--- config.mk ---
export PLATFORM = sky130hd
export DESIGN_NAME = size_class_best_fit_allocator
export DESIGN_NICKNAME = d
export VERILOG_FILES = /design/src/rtl/scbf_pkg.sv /design/src/rtl/size_class_best_fit_allocator.sv /design/src/rtl/scbf_front.sv /design/src/rtl/scbf_back.sv
export SDC_FILE = /design/constraint.sdc
export NUM_CORES = 1
export LEC_CHECK = 0
export BUFFER_PORTS_ARGS = -buffer_cell sky130_fd_sc_hd__buf_2
export CORE_AREA = 8 8 238 240
export DETAILED_ROUTE_END_ITERATION = 12
export DIE_AREA = 0 0 246 248
export SLEW_MARGIN = 20
export SYNTH_ARGS = -nofsm -noshare
export SYNTH_HDL_FRONTEND = slang
export SYNTH_SLANG_ARGS = --single-unit
export TNS_END_PERCENT = 5
--- constraint.sdc ---
create_clock -name clk_i -period 5.7 [get_ports clk_i]
set_input_delay 0.285 -clock clk_i [delete_from_list [all_inputs] [get_ports clk_i]]
set_output_delay 0.285 -clock clk_i [all_outputs]
set_load 0.05 [all_outputs]
--- src/rtl/scbf_pkg.sv ---
package scbf_pkg;

  // Defaults for the top-level parameters
  localparam int unsigned NUM_CLASSES_DEF = 8;
  localparam int unsigned SIZE_BITS_DEF   = 20;
  localparam int unsigned COUNT_BITS_DEF  = 16;

  // The slot field is 3 bits wide, so at most eight slots can ever be loaded
  localparam int unsigned SLOT_BITS = 3;
  localparam int unsigned MAX_SLOTS = 2 ** SLOT_BITS;

  // Depth of the command queue between front and back
  localparam int unsigned QUEUE_DEPTH = 2;

  typedef enum logic {
    KIND_LOAD    = 1'b0,
    KIND_REQUEST = 1'b1
  } kind_e;

  typedef enum logic [1:0] {
    ST_IDLE,
    ST_SCAN,
    ST_FINISH
  } back_state_e;

endpackage

--- src/rtl/size_class_best_fit_allocator.sv ---
// Channel   Direction  Transfer when      Payload
// input     in         push && !full      kind_i, class_slot_i, class_size_i,
//                                         class_count_i, request_size_i
// result    out        pop && !empty      granted_o, granted_size_o
//
// A load is written to the slot table by the back end once at the head of the command queue.
// A request is started, then scans the min(NUM_CLASSES, 8) class slots (one slot
// table read a cycle), then writes its result once the result register is free.
// Reset clears the slot table (all sizes and free counts zero) and both queues.
// Two commands queue ahead of the back end; a full result register stalls
// only the back end, the front keeps taking items until its queue fills.
module size_class_best_fit_allocator #(
  parameter int unsigned NUM_CLASSES = scbf_pkg::NUM_CLASSES_DEF,
  parameter int unsigned SIZE_BITS   = scbf_pkg::SIZE_BITS_DEF,
  parameter int unsigned COUNT_BITS  = scbf_pkg::COUNT_BITS_DEF
) (
  input  logic                           clk_i,
  input  logic                           rst_ni,
  // input queue side
  input  logic                           push,
  output logic                           full,
  input  logic                           kind_i,
  input  logic [scbf_pkg::SLOT_BITS-1:0] class_slot_i,
  input  logic [SIZE_BITS-1:0]           class_size_i,
  input  logic [COUNT_BITS-1:0]          class_count_i,
  input  logic [SIZE_BITS-1:0]           request_size_i,
  // result queue side
  output logic                           empty,
  input  logic                           pop,
  output logic                           granted_o,
  output logic [SIZE_BITS-1:0]           granted_size_o
);

  // front -> back command
  logic                           cmd_valid, cmd_ready;
  scbf_pkg::kind_e                cmd_kind;
  logic [scbf_pkg::SLOT_BITS-1:0] cmd_slot;
  logic [SIZE_BITS-1:0]           cmd_value;
  logic [COUNT_BITS-1:0]          cmd_count;

  logic res_valid, res_pop;

  // Front end: accepts and classifies items into a short command queue
  scbf_front #(
    .SIZE_BITS  (SIZE_BITS),
    .COUNT_BITS (COUNT_BITS)
  ) u_front (
    .clk_i          (clk_i),
    .rst_ni         (rst_ni),
    .push_i         (push),
    .full_o         (full),
    .kind_i         (kind_i),
    .class_slot_i   (class_slot_i),
    .class_size_i   (class_size_i),
    .class_count_i  (class_count_i),
    .request_size_i (request_size_i),
    .cmd_valid_o    (cmd_valid),
    .cmd_ready_i    (cmd_ready),
    .cmd_kind_o     (cmd_kind),
    .cmd_slot_o     (cmd_slot),
    .cmd_value_o    (cmd_value),
    .cmd_count_o    (cmd_count)
  );

  // Back end: slot table, serial best-fit scan, result register
  scbf_back #(
    .NUM_CLASSES (NUM_CLASSES),
    .SIZE_BITS   (SIZE_BITS),
    .COUNT_BITS  (COUNT_BITS)
  ) u_back (
    .clk_i          (clk_i),
    .rst_ni         (rst_ni),
    .cmd_valid_i    (cmd_valid),
    .cmd_ready_o    (cmd_ready),
    .cmd_kind_i     (cmd_kind),
    .cmd_slot_i     (cmd_slot),
    .cmd_value_i    (cmd_value),
    .cmd_count_i    (cmd_count),
    .res_pop_i      (res_pop),
    .res_valid_o    (res_valid),
    .granted_o      (granted_o),
    .granted_size_o (granted_size_o)
  );

  // a pop only counts while a result is held
  assign empty   = !res_valid;
  assign res_pop = pop && res_valid;

endmodule

--- src/rtl/scbf_front.sv ---
module scbf_front #(
  parameter int unsigned SIZE_BITS  = scbf_pkg::SIZE_BITS_DEF,
  parameter int unsigned COUNT_BITS = scbf_pkg::COUNT_BITS_DEF
) (
  input  logic                           clk_i,
  input  logic                           rst_ni,
  input  logic                           push_i,
  output logic                           full_o,
  input  logic                           kind_i,
  input  logic [scbf_pkg::SLOT_BITS-1:0] class_slot_i,
  input  logic [SIZE_BITS-1:0]           class_size_i,
  input  logic [COUNT_BITS-1:0]          class_count_i,
  input  logic [SIZE_BITS-1:0]           request_size_i,
  output logic                           cmd_valid_o,
  input  logic                           cmd_ready_i,
  output scbf_pkg::kind_e                cmd_kind_o,
  output logic [scbf_pkg::SLOT_BITS-1:0] cmd_slot_o,
  output logic [SIZE_BITS-1:0]           cmd_value_o,
  output logic [COUNT_BITS-1:0]          cmd_count_o
);

  localparam int unsigned Depth = scbf_pkg::QUEUE_DEPTH;
  localparam int unsigned PtrW  = (Depth > 1) ? $clog2(Depth) : 1;
  localparam int unsigned CntW  = $clog2(Depth + 1);

  scbf_pkg::kind_e                kind_q  [Depth];
  logic [scbf_pkg::SLOT_BITS-1:0] slot_q  [Depth];
  logic [SIZE_BITS-1:0]           value_q [Depth];
  logic [COUNT_BITS-1:0]          count_q [Depth];

  logic [PtrW-1:0] wr_ptr_q, wr_ptr_d, rd_ptr_q, rd_ptr_d;
  logic [CntW-1:0] fill_q, fill_d;
  logic            wr_en, rd_en;
  scbf_pkg::kind_e kind_in;

  assign kind_in = scbf_pkg::kind_e'(kind_i);
  assign full_o  = (fill_q == CntW'(Depth));
  assign wr_en   = push_i && !full_o;
  assign cmd_valid_o = (fill_q != '0);
  assign rd_en   = cmd_valid_o && cmd_ready_i;

  assign cmd_kind_o  = kind_q[rd_ptr_q];
  assign cmd_slot_o  = slot_q[rd_ptr_q];
  assign cmd_value_o = value_q[rd_ptr_q];
  assign cmd_count_o = count_q[rd_ptr_q];

  always_comb begin
    wr_ptr_d = wr_ptr_q;
    rd_ptr_d = rd_ptr_q;
    fill_d   = fill_q;
    if (wr_en) begin
      wr_ptr_d = (wr_ptr_q == PtrW'(Depth - 1)) ? '0 : wr_ptr_q + PtrW'(1);
    end
    if (rd_en) begin
      rd_ptr_d = (rd_ptr_q == PtrW'(Depth - 1)) ? '0 : rd_ptr_q + PtrW'(1);
    end
    if (wr_en && !rd_en) begin
      fill_d = fill_q + CntW'(1);
    end else if (!wr_en && rd_en) begin
      fill_d = fill_q - CntW'(1);
    end
  end

  always_ff @(posedge clk_i or negedge rst_ni) begin
    if (!rst_ni) begin
      wr_ptr_q <= '0;
      rd_ptr_q <= '0;
      fill_q   <= '0;
    end else begin
      wr_ptr_q <= wr_ptr_d;
      rd_ptr_q <= rd_ptr_d;
      fill_q   <= fill_d;
    end
  end

  // Classify on entry: a request carries its size in the value field
  always_ff @(posedge clk_i) begin
    if (wr_en) begin
      kind_q[wr_ptr_q]  <= kind_in;
      slot_q[wr_ptr_q]  <= class_slot_i;
      value_q[wr_ptr_q] <= (kind_in == scbf_pkg::KIND_REQUEST) ? request_size_i : class_size_i;
      count_q[wr_ptr_q] <= class_count_i;
    end
  end

  a_fill_bounded: assert property (@(posedge clk_i) disable iff (!rst_ni)
    32'(fill_q) <= Depth)
    else $error("command queue over capacity");

  a_full_blocks: assert property (@(posedge clk_i) disable iff (!rst_ni)
    full_o && !cmd_ready_i |=> fill_q == $past(fill_q))
    else $error("queue changed while full and stalled");

endmodule

--- src/rtl/scbf_back.sv ---
module scbf_back #(
  parameter int unsigned NUM_CLASSES = scbf_pkg::NUM_CLASSES_DEF,
  parameter int unsigned SIZE_BITS   = scbf_pkg::SIZE_BITS_DEF,
  parameter int unsigned COUNT_BITS  = scbf_pkg::COUNT_BITS_DEF
) (
  input  logic                           clk_i,
  input  logic                           rst_ni,
  input  logic                           cmd_valid_i,
  output logic                           cmd_ready_o,
  input  scbf_pkg::kind_e                cmd_kind_i,
  input  logic [scbf_pkg::SLOT_BITS-1:0] cmd_slot_i,
  input  logic [SIZE_BITS-1:0]           cmd_value_i,
  input  logic [COUNT_BITS-1:0]          cmd_count_i,
  input  logic                           res_pop_i,
  output logic                           res_valid_o,
  output logic                           granted_o,
  output logic [SIZE_BITS-1:0]           granted_size_o
);

  // Only slots reachable through the slot field are stored
  localparam int unsigned NumSlots = (NUM_CLASSES < scbf_pkg::MAX_SLOTS) ?
                                     NUM_CLASSES : scbf_pkg::MAX_SLOTS;
  localparam int unsigned IdxW     = (NumSlots > 1) ? $clog2(NumSlots) : 1;
  localparam int unsigned SlotCmpW = scbf_pkg::SLOT_BITS + 1;

  logic [SIZE_BITS-1:0]  sizes_q  [NumSlots];
  logic [COUNT_BITS-1:0] counts_q [NumSlots];

  scbf_pkg::back_state_e state_q, state_d;
  logic [IdxW-1:0]      idx_q, idx_d, best_idx_q, best_idx_d;
  logic                 found_q, found_d;
  logic [SIZE_BITS-1:0] best_size_q, best_size_d, want_q, want_d;
  logic                 res_valid_q, granted_q;
  logic [SIZE_BITS-1:0] granted_size_q;

  logic                  load_we, dec_we, res_load, slot_ok, cand;
  logic [IdxW-1:0]       wr_idx;
  logic [SIZE_BITS-1:0]  cur_size;
  logic [COUNT_BITS-1:0] cur_count;

  assign slot_ok   = {1'b0, cmd_slot_i} < SlotCmpW'(NumSlots);
  assign wr_idx    = cmd_slot_i[IdxW-1:0];
  assign cur_size  = sizes_q[idx_q];
  assign cur_count = counts_q[idx_q];
  // smaller fitting nonempty class; ties keep the lower slot
  assign cand = (cur_count != '0) && (cur_size >= want_q) &&
                (!found_q || (cur_size < best_size_q));

  always_comb begin
    state_d     = state_q;
    idx_d       = idx_q;
    best_idx_d  = best_idx_q;
    found_d     = found_q;
    best_size_d = best_size_q;
    want_d      = want_q;
    cmd_ready_o = 1'b0;
    load_we     = 1'b0;
    dec_we      = 1'b0;
    res_load    = 1'b0;
    unique case (state_q)
      scbf_pkg::ST_IDLE: begin
        cmd_ready_o = 1'b1;
        if (cmd_valid_i) begin
          if (cmd_kind_i == scbf_pkg::KIND_LOAD) begin
            load_we = slot_ok;
          end else begin
            want_d  = cmd_value_i;
            idx_d   = '0;
            found_d = 1'b0;
            state_d = scbf_pkg::ST_SCAN;
          end
        end
      end
      scbf_pkg::ST_SCAN: begin
        if (cand) begin
          found_d     = 1'b1;
          best_idx_d  = idx_q;
          best_size_d = cur_size;
        end
        if (idx_q == IdxW'(NumSlots - 1)) begin
          state_d = scbf_pkg::ST_FINISH;
        end else begin
          idx_d = idx_q + IdxW'(1);
        end
      end
      scbf_pkg::ST_FINISH: begin
        if (!res_valid_q || res_pop_i) begin
          res_load = 1'b1;
          dec_we   = found_q;
          state_d  = scbf_pkg::ST_IDLE;
        end
      end
      default: state_d = scbf_pkg::ST_IDLE;
    endcase
  end

  always_ff @(posedge clk_i or negedge rst_ni) begin
    if (!rst_ni) begin
      state_q     <= scbf_pkg::ST_IDLE;
      idx_q       <= '0;
      best_idx_q  <= '0;
      found_q     <= 1'b0;
      res_valid_q <= 1'b0;
      sizes_q     <= '{default: '0};
      counts_q    <= '{default: '0};
    end else begin
      state_q    <= state_d;
      idx_q      <= idx_d;
      best_idx_q <= best_idx_d;
      found_q    <= found_d;
      if (res_load) begin
        res_valid_q <= 1'b1;
      end else if (res_pop_i) begin
        res_valid_q <= 1'b0;
      end
      if (load_we) begin
        sizes_q[wr_idx]  <= cmd_value_i;
        counts_q[wr_idx] <= cmd_count_i;
      end else if (dec_we) begin
        counts_q[best_idx_q] <= counts_q[best_idx_q] - COUNT_BITS'(1);
      end
    end
  end

  always_ff @(posedge clk_i) begin
    want_q      <= want_d;
    best_size_q <= best_size_d;
    if (res_load) begin
      granted_q      <= found_q;
      granted_size_q <= found_q ? best_size_q : '0;
    end
  end

  assign res_valid_o    = res_valid_q;
  assign granted_o      = granted_q;
  assign granted_size_o = granted_size_q;

  a_result_from_finish: assert property (@(posedge clk_i) disable iff (!rst_ni)
    $rose(res_valid_q) |-> $past(state_q) == scbf_pkg::ST_FINISH)
    else $error("result appeared outside finish");

  a_fail_zero_size: assert property (@(posedge clk_i) disable iff (!rst_ni)
    res_valid_q && !granted_q |-> granted_size_q == '0)
    else $error("failed request with nonzero size");

  a_scan_in_range: assert property (@(posedge clk_i) disable iff (!rst_ni)
    state_q == scbf_pkg::ST_SCAN |-> 32'(idx_q) < NumSlots)
    else $error("scan index past last slot");

endmodule
# [After elaboration in Yosys (flattened, before gate mapping)]
# Memories as Yosys holds them, arrays and structs flattened.
# Cells that the tools add are included.
[classes] n_addsub=6 n_eq_ne=10 bitwise_logic=3 muxes=50 n_lt_le_gt_ge=7 reduce_logical=28
[ops] operator="$bwmux 128" n=2
[ops] operator="$mux 128" n=2
[ops] operator="$bwmux 160" n=1
[ops] operator="$bmux 16 s3" n=2
[ops] operator="$demux 16 s3" n=2
[ops] operator="$mux 16" n=6
[ops] operator="$mux 20" n=4
[ops] operator="$bmux 20 s3" n=1
[ops] operator="$demux 20 s3" n=1
[ops] operator="$ge 20x20->1" n=1
[ops] operator="$lt 20x20->1" n=1
[ops] operator="$mux 1" n=17
[ops] operator="$reduce_bool 16->1" n=1
[ops] operator="$sub 16x1->16 const B" n=1
[ops] operator="$ge 4x4->1 const B" n=3
[ops] operator="$mux 2" n=6
[ops] operator="$not 3->4" n=3
[ops] operator="$reduce_and 4->1" n=3
[ops] operator="$reduce_bool 2->1" n=5
[ops] operator="$logic_and 1x1->1" n=9
[ops] operator="$mux 3" n=3
[ops] operator="$lt 4x1->1 const B" n=2
[ops] operator="$ne 2x1->1 const B" n=4
[ops] operator="$pmux 2 s3" n=1
[ops] operator="15 further kinds" n=23
[totals] wordCells=136 register_bits=363 output_inout_bits=23 mem_bits_rw=80 in_bits=64 mem_count=4
[mem_list] name="u_front.value_q" depth=2 width=20 read_ports=1 rd_ports_with_merged_regs=0 wr=1 line="scbf_front.sv:28" rtl="logic [SIZE_BITS-1:0] value_q [Depth];"
[mem_list] name="u_front.count_q" depth=2 width=16 read_ports=1 rd_ports_with_merged_regs=0 wr=1 line="scbf_front.sv:29" rtl="logic [COUNT_BITS-1:0] count_q [Depth];"
[mem_list] name="u_front.slot_q" depth=2 width=3 read_ports=1 rd_ports_with_merged_regs=0 wr=1 line="scbf_front.sv:27" rtl="logic [scbf_pkg::SLOT_BITS-1:0] slot_q [Depth];"
[mem_list] name="u_front.kind_q" depth=2 width=1 read_ports=1 rd_ports_with_merged_regs=0 wr=1 line="scbf_front.sv:26" rtl="scbf_pkg::kind_e kind_q [Depth];"

# [Depth between registers and ports, before layout]
# Gate-level depths: netlist (run 1).
[depth] depth_word=9 mapped_depth=13 depth_no_buf=11

# [Modules after synthesis]
# Synthesis (run 1) repeated with hierarchy kept, for this count alone.
[unflattened] cells_unflattened=1780 hier_area_um2=21261.6
[modules_own_cells] mod="scbf_back" n_inst=1 area_per_inst_um2=17725.8 seq_area_each_um2=9288.9 cells_per_inst=1612
[modules_own_cells] mod="scbf_front" n_inst=1 area_per_inst_um2=3525.9 seq_area_each_um2=2502.4 cells_per_inst=166
[modules_own_cells] mod="size_class_best_fit_allocator" n_inst=1 area_per_inst_um2=10.0 seq_area_each_um2=0.0 cells_per_inst=2

# [Worst setup path after synthesis (run 1)]
# No wires, ideal clock.
[synth_timing] kind="reg-to-reg" from="register u_back.idx_q[0]" to="register u_back.best_idx_q[0]" n_path_buf=2 setup_time_ns=0.125 required_ns=5.575 synth_period_minus_slack_ns=5.232 arrival_time_ns=5.108 path_slack_ns=0.468 path_stages_with_launch=14 cell_sequence="dfrtp_1 -> clkbuf_1 -> clkbuf_1 -> mux4_2 -> nand2_1 -> nand2_1 -> ha_1 -> a21o_1 -> nand3_1 -> a21oi_1 -> o31a_1 -> a2111o_1 -> nor4_2 -> mux2_2"
[synth_via] elab_chain_len=8 elab_cells_between_ends=14 cone_classes="order compare (2); mux (6); bitwise (1); reduce/logical (5)"
[synth_lines] element="start: declaration" line="scbf_back.sv:30" rtl="logic [IdxW-1:0] idx_q, idx_d, best_idx_q, best_idx_d;"
[synth_lines] element="start signal: assignment" line="scbf_back.sv:108" rtl="idx_q <= idx_d;"
[synth_lines] element="$not 3->4 (implied by the code) *" line="scbf_back.sv:43" rtl="assign cur_size = sizes_q[idx_q];"
[synth_lines] element="$bmux 20 s3 *" line="scbf_back.sv:43"
[synth_lines] element="$mux 20 (implied by the code) * (2 in a row)" line="scbf_back.sv:43"
[synth_lines] element="via u_back.cur_size[13]" line="scbf_back.sv:38" rtl="logic [SIZE_BITS-1:0] cur_size;"
[synth_lines] element="$ge 20x20->1 or $lt 20x20->1 (tied branches)" line="scbf_back.sv:46, scbf_back.sv:47"
[synth_lines] element="$logic_and 1x1->1 or $logic_or 1x1->1 (tied branches)" line="scbf_back.sv:46, scbf_back.sv:47"
[synth_lines] element="$logic_and 1x1->1 *" line="scbf_back.sv:46" rtl="assign cand = (cur_count != '0) && (cur_size >= want_q) &&"
[synth_lines] element="$reduce_and 2->1 (no line) *"
[synth_lines] element="end signal: assignment" line="scbf_back.sv:109" rtl="best_idx_q <= best_idx_d;"
[synth_lines] element="end: declaration" line="scbf_back.sv:30"
# The timed path passes the listed nets; every way through them passes the cells marked *. The select of a mux whose other input is x is not followed.
# A chain may end at the register's enable or synchronous reset.

# [Worst setup path in the final report (run 1)]
[layout_timing] from="register u_back.idx_q[1]" to="register u_back.best_idx_q[1]"
# Same word-level chain as after synthesis.

==> summary.txt, run 1 <==
Outcome
  • Status: finished clean

Power and ir drop
  • Leak: roughly 0.010 uW
  • Pwr/cell area: 604 nW/um2
  • Power Total: between 10,000 and 15,000 uW
  • VDD IR max: ~0.00028 V

Layout
  • Fillers: a little under 5,000
  • Area grow syn2layout: 15.3%
  • Post-Route Utilization: 45.3%
  • Final instance area: approximately 24,000 um2
  • Post-route insts no fill: ~2,700
  • Most frequent cells in the layout: 342 x nand2_1, 298 x dfrtp_1, 210 x o21ai_0
  • Final nets: between 2,000 and 2,500
  • Reg area: around 12,000 um2
  • Layout cells sized above 1: ~17%
  • Most common cell after layout, fill and taps aside: nand2_1
  • Area of the multi-input gates: approximately 8400 um2
  • # diodes: 0

Floorplan
  • Width of the die: ~250 um
  • Core area: about 53,000 um2
  • Initial Utilization: between 30 and 40%
  • DIE HEIGHT: 248 um
  • Die area: just over 60,000 um2
  • Ports: 87
  • Row count: 85

STA
  • Fin crit share: about three quarters
  • Setup TNS: 0 ps
  • Fin. max-slew vios: 0
  • Slew @ Worst Pin: around 1200 ps
  • Fmax: between 200 and 250 MHz
  • Final hold viol count: 0
  • Setup violators final: 0
  • RSZ-0062 raised after global routing: false
  • Max_slew headroom: 19.4%
  • Min cycle time layout: ~4300 ps
  • Clock skew: 22.3 ps

Placement
  • PortBufs: 86
  • Post-DP Area: between 20,000 and 25,000 um2
  • Post-DP HPWL: roughly 42,000 um
  • Final Wtd Congestion: around 0.96
  • Placed cell count: approximately 2,600

Yosys
  • Xor/xnor share of the synthesized area: less than 1%
  • Post-synthesis sequential area ratio: a little under three fifths
  • Post-Synth Simple-Gate Area: 11.6%
  • Combinational family with the most area after synthesis: compound AO/OA/AOI/OAI gates
  • FF+latch count, synth: 443
  • Synthesized area: about 21,000 um2
  • Ys async rst share: between 60% and 70%
  • Synthesis Warnings: 0
  • Number of enable flip-flop cells after synthesis: 141
  • Adder-Cell Fraction of Synth Area: 2.58%
  • Syn nets: ~2,000
  • Synthesized area per cell: between 10 and 15 um2
  • Post-synthesis compound-gate area fraction: 15.5%
  • Multiplexer area fraction after synthesis: around a tenth
  • Post-synth top flop: dfrtp_1
  • Post-synthesis cell count: between 1,500 and 2,000
  • Post-synth cell types: 71

Critical path
  • Worst Path Required: between 6000 and 7000 ps
  • Cells on worst reg2reg path: 12
  • Cells along the critical path: buf_4 -> mux4_2 -> nand2_1 -> nand2_1 -> ha_1 -> a21oi_1 -> a21boi_0 -> o31a_1 -> a2111o_1 -> nor4_4 -> buf_4 -> mux2_2
  • Setup CP Type: reg2reg
  • CP peak stage delay: roughly 1100 ps
  • CP endpoint kind: flop
  • Setup crit start kind: flop
  • Arr. time, crit path: 4770 ps
  • R2R Path Start: u_back.idx_q[1]
  • Slowest cell on crit path: dfrtp_2
  • Reg2Reg Setup Slack: roughly 1400 ps
  • Worst Path Max Fanout: 39
  • Worst r2r dst: u_back.best_idx_q[1]
  • Worst Path Buf+Inv: 2
  • CP top delay family: flip-flops

Drt
  • Via count: between 15,000 and 20,000
  • Residual DRC: 0
  • Drt wl/cell: 24.0 um
  • Post-route ant nets: 0
  • Pre-Repair DR Iteration Count: 6
  • Post-Route WL: 64,300 um
  • DR iter-0 viols: roughly 1,600
  • Vias per std cell: slightly below 6

Hold path
  • Sink of the worst hold path: u_front.value_q[1][1]
  • Hold Crit Depth: 2
  • Worst Hold Class: in2reg
  • Hold path startpoint: request_size_i[1]

Clocking
  • CTS tree: done
  • Clk Tree Root Cell: clkbuf_16
  • Clk slew on worst S/H paths: around 60 ps
  • Clk_lat worst skew: a little under 600 ps
  • Post-CTS Setup Repair Bufs: 0
  • CTS max path bufs: 3
  • TritonCTS Sinks: approximately 440
  • CTS Buf Count: 47
  • H-tree Lvls: 2

Global route
  • GRT overflow: 0
  • First-pass GRT wire length: between 90,000 and 100,000 um
  • Vias in the first global route: around 16,000
  • Total track usage: between 20% and 30%
  • Initial antenna violation count: 0
  • Largest net degree at the start of global routing: 112

Run
  • Max-Cap Viols: 0
[cell usage after synthesis, types with 13 or more instances]
cell type | n | share of area [%]
a21oi_1 | 28 | 0.67
a22oi_1 | 86 | 3.1
and2_1 | 24 | 0.72
buf_2 | 14 | 0.34
clkbuf_1 | 80 | 1.4
dfrtp_1 | 302 | 36
edfxtp_1 | 141 | 20
ha_1 | 43 | 2.6
inv_1 | 71 | 1.3
mux2_2 | 38 | 2.1
mux2i_1 | 50 | 2.4
mux4_2 | 46 | 5.0
nand2_1 | 342 | 6.2
nand3_1 | 19 | 0.46
nand4_1 | 13 | 0.39
nor2_1 | 55 | 0.99
nor3_1 | 20 | 0.48
nor4_1 | 29 | 0.87
o21ai_0 | 210 | 5.0
o221ai_1 | 41 | 1.7
o31ai_1 | 29 | 1.0
[power by group]
part | switching [uW] | internal, uW | total (uW)
Sequential | 989 | 4530 | 5520
Clock | 1330 | 1990 | 3330
Combinational | 3580 | 2120 | 5690
Total | 5900 | 8640 | 14500
[final cells by class]
class,instances,share of cell area [%]
Clock inverter,26,1.45
Inverter,73,1.14
Multi-Input combinational cell,1230,35.1
Sequential cell,443,49.1
Clock buffer,61,5.58
Tap cell,696,3.62
Timing Repair Buffer,147,4.07
[flip-flops by register name (all words and copies together) (netlist names)]
name,cells
u_back.granted_o,1
u_back.state_q,2
u_back.counts_q,128
u_front.rd_ptr_q,1
u_front.count_q,32
u_back.sizes_q,160
u_back.granted_size_o,20
u_front.slot_q,6
u_back.best_idx_q,3
u_front.value_q,40
u_front.wr_ptr_q,1
u_back.want_q,20
u_front.kind_q,2
u_back.res_valid_o,1
u_front.fill_q,2
u_back.best_size_q,20
u_back.found_q,1
u_back.idx_q,3
[metrics by stage]
stage	worst slack [ps]	hold slack, ps
global route	1060	21.6
finish	1390	28.9
CTS	1320	1.38
floorplan	468	-10.6
detailed placement	1340	320
global placement	1360	314
[worst reg2reg max path, cell delays in order (launching register included)]
cell	delay (ps)
dfrtp_2	1100
buf_4	350
mux4_2	320
nand2_1	80
nand2_1	120
ha_1	340
a21oi_1	150
a21boi_0	90
o31a_1	260
a2111o_1	420
nor4_4	390
buf_4	240
mux2_2	340
[timing repair]
action | 4_1_cts | 5_1_grt
resized for setup | 0 | 0
hold buffers | 22 | 0
hold endpoints to repair | 120 | 0
[per-layer routing]
layer / part of all wire, % / track usage [%]
met5: 0.12 / 0.979
met4: 3.4 / 7.79
met3: 9.6 / 5.51
met2: 42 / 30.1
met1: 45 / 29.8
[logic make-up (layout without fill, tap and decap cells)]
family | count (synthesis) | after routing
AO/OA/AOI/OAI | 492 | 492
XOR/XNOR | 14 | 14
adder cells (fa/ha/maj) | 43 | 43
buffers and inverters | 179 | 307
flip-flops | 443 | 443
multiplexers | 139 | 139
AND/OR/NAND/NOR | 542 | 542
[worst max-delay path by stage]
stage | startpoint | end | slack, ps | cells after the start
6_report | u_back.idx_q[1] | u_back.best_idx_q[1] | 1390 | 12
5_1_grt | u_back.idx_q[0] | u_back.best_idx_q[1] | 1060 | 13
4_1_cts | u_back.idx_q[0] | u_back.best_idx_q[1] | 1320 | 13
3_5_place_dp | u_back.idx_q[0] | u_back.best_idx_q[1] | 1340 | 13
3_3_place_gp | u_back.idx_q[0] | u_back.best_idx_q[1] | 1360 | 13
2_1_floorplan | u_back.idx_q[0] | u_back.best_idx_q[0] | 470 | 13
Power figures use the tool's default switching activity.
==> inputs of run 2 (changes only) <==
==> constraint.sdc (replaced) <==
create_clock -name clk_i -period 4 [get_ports clk_i]
set_input_delay 0.2 -clock clk_i [delete_from_list [all_inputs] [get_ports clk_i]]
set_output_delay 0.2 -clock clk_i [all_outputs]
set_load 0.05 [all_outputs]
==> run 2 against run 1 <==
First-iteration DRC count is 18% higher. Worst setup slack worse by 1100 ps. Die area stayed put. Register-to-register slack worse by 1100 ps. Sequential power is 39% higher. Via count is 2.7% higher. Routed wire length is 2.4% higher. Largest cell class unchanged.
==> summary.txt, run 2 (synthesized netlist as in run 1, its figures left out) <==
Outcome
  • Status: finished clean

Global route
  • Vias in the first global route: 15,964
  • Largest net degree at the start of global routing: approximately 110
  • Initial antenna violation count: 0
  • GRT overflow: 0
  • First-pass GRT wire length: roughly 100,000 um
  • Total track usage: around 21%

Floorplan
  • Ports: 87
  • DIE HEIGHT: 248 um
  • Initial Utilization: about two fifths
  • Width of the die: between 200 and 250 um
  • Die area: roughly 60,000 um2
  • Row count: 85
  • Core area: 53,100 um2

Critical path
  • Reg2Reg Setup Slack: about 260 ps
  • CP endpoint kind: flop
  • Setup CP Type: reg2reg
  • Worst Path Required: 4480 ps
  • Worst Path Max Fanout: 15
  • Arr. time, crit path: between 4000 and 5000 ps
  • Setup crit start kind: flop

Layout
  • Most common cell after layout, fill and taps aside: nand2_1
  • Most frequent cells in the layout: 342 x nand2_1, 298 x dfrtp_1, 210 x o21ai_0
  • # diodes: 0
  • Largest Register: u_back.sizes_q
  • Final nets: between 2,000 and 2,500
  • Area grow syn2layout: 18.0%
  • Max reg flops: 160
  • Fillers: 4,810
  • Layout cells sized above 1: roughly 17%
  • Biggest registers after layout: u_back.sizes_q: 160 flops, u_back.counts_q: 128 flops, u_front.value_q: 40 flops

Clocking
  • Clk slew on worst S/H paths: roughly 60 ps
  • H-tree Lvls: 2
  • CTS Buf Count: between 40 and 50
  • CTS max path bufs: 3
  • CTS resizes: 0
  • CTS tree: done
  • TritonCTS Sinks: 443
  • Clk_lat worst skew: approximately 590 ps
  • Clk Tree Root Cell: clkbuf_16

STA
  • Slew @ Worst Pin: 1140 ps
  • Max_slew headroom: approximately 22%
  • Fin. max-slew vios: 0
  • Hold WS: around 120 ps
  • Clock skew: approximately 19 ps
  • PnR worst setup slack: between 200 and 300 ps
  • Min cycle time layout: ~3700 ps
  • RSZ-0062 raised after global routing: false
  • Fmax: between 200 and 300 MHz
  • Setup TNS: 0 ps
  • Final hold viol count: 0
  • Setup violators final: 0
  • Fin crit share: around 93%

Placement
  • Setup WS pre-CTS: about 360 ps
  • Final Wtd Congestion: around 0.99
  • PortBufs: 86
  • Post-DP HPWL: between 40,000 and 50,000 um

Drt
  • Post-Route WL: roughly 66,000 um
  • Via count: between 15,000 and 20,000
  • Post-route ant nets: 0
  • Vias per std cell: 5.82
  • Residual DRC: 0
  • Pre-Repair DR Iteration Count: 6
  • DR iter-0 viols: about 1,900
  • Drt wl/cell: approximately 24 um

Power and ir drop
  • Leak: 0.0105 uW
  • VDD IR max: roughly 0.00067 V
  • Pwr/cell area: around 840 nW/um2

Run
  • Max-Cap Viols: 0

Hold path
  • Worst Hold Class: in2reg
-- run 2: stage by stage --
step	utilization, %	total power [uW]	cell area (um2)	instances
finish	46.4	20600	24600	2769
global route	46.4	21800	24600	2769
CTS	46.4	20600	24600	2769
detailed placement	42.5	16300	22600	2623
global placement	42.5	16100	22600	2623
floorplan	-	13100	20900	1852
-- run 2: final cells by class --
cell class	instances	area, um2	share of cell area [%]
Sequential cell	443	11800	47.9
Multi-Input combinational cell	1230	8370	34.0
Timing Repair Buffer	243	1870	7.62
Clock buffer	70	1320	5.37
Tap cell	696	871	3.54
Inverter	73	274	1.11
Clock inverter	14	105	0.427
-- run 2: path summary, 6_finish.rpt --
path                            cells after the start                  from             endpoint
worst max-delay path                                8  u_back.best_idx_q[2]  u_back.counts_q[62]
worst min-delay path                                1                kind_i    u_front.kind_q[0]
worst max register to register                      8  u_back.best_idx_q[2]  u_back.counts_q[62]
worst min register to register                      2    u_back.sizes_q[82]   u_back.sizes_q[82]
max in group asynchronous                           3                rst_ni  u_back.counts_q[68]
min in group asynchronous                           2                rst_ni   u_back.sizes_q[39]
-- run 2: critical path, stage by stage, from the launching register on --
cell and delay (ps):
dfrtp_1 850, clkinv_1 430, a221oi_1 370, o22a_1 270, ha_1 240, nand3_1 250
nor3_1 530, a21oi_1 360, o31ai_1 330
-- run 2: where the power goes --
part / switching [uW] / internal [uW]
Combinational: 5390 / 3410
Sequential: 1230 / 6460
Clock: 1810 / 2300
-- run 2: per-layer routing --
layer	global-route usage, %	up-vias	routed length (um)
met5	0	-	0
met4	7.23	0	2220
met3	5.54	146	6290
met2	30.8	804	27800
met1	31.0	7956	29400
li1	-	7215	-
-- run 2: what timing repair did --
action,CTS,global route
endpoints found under the hold margin,181,0
hold buffers,62,0
buffers inserted,0,0
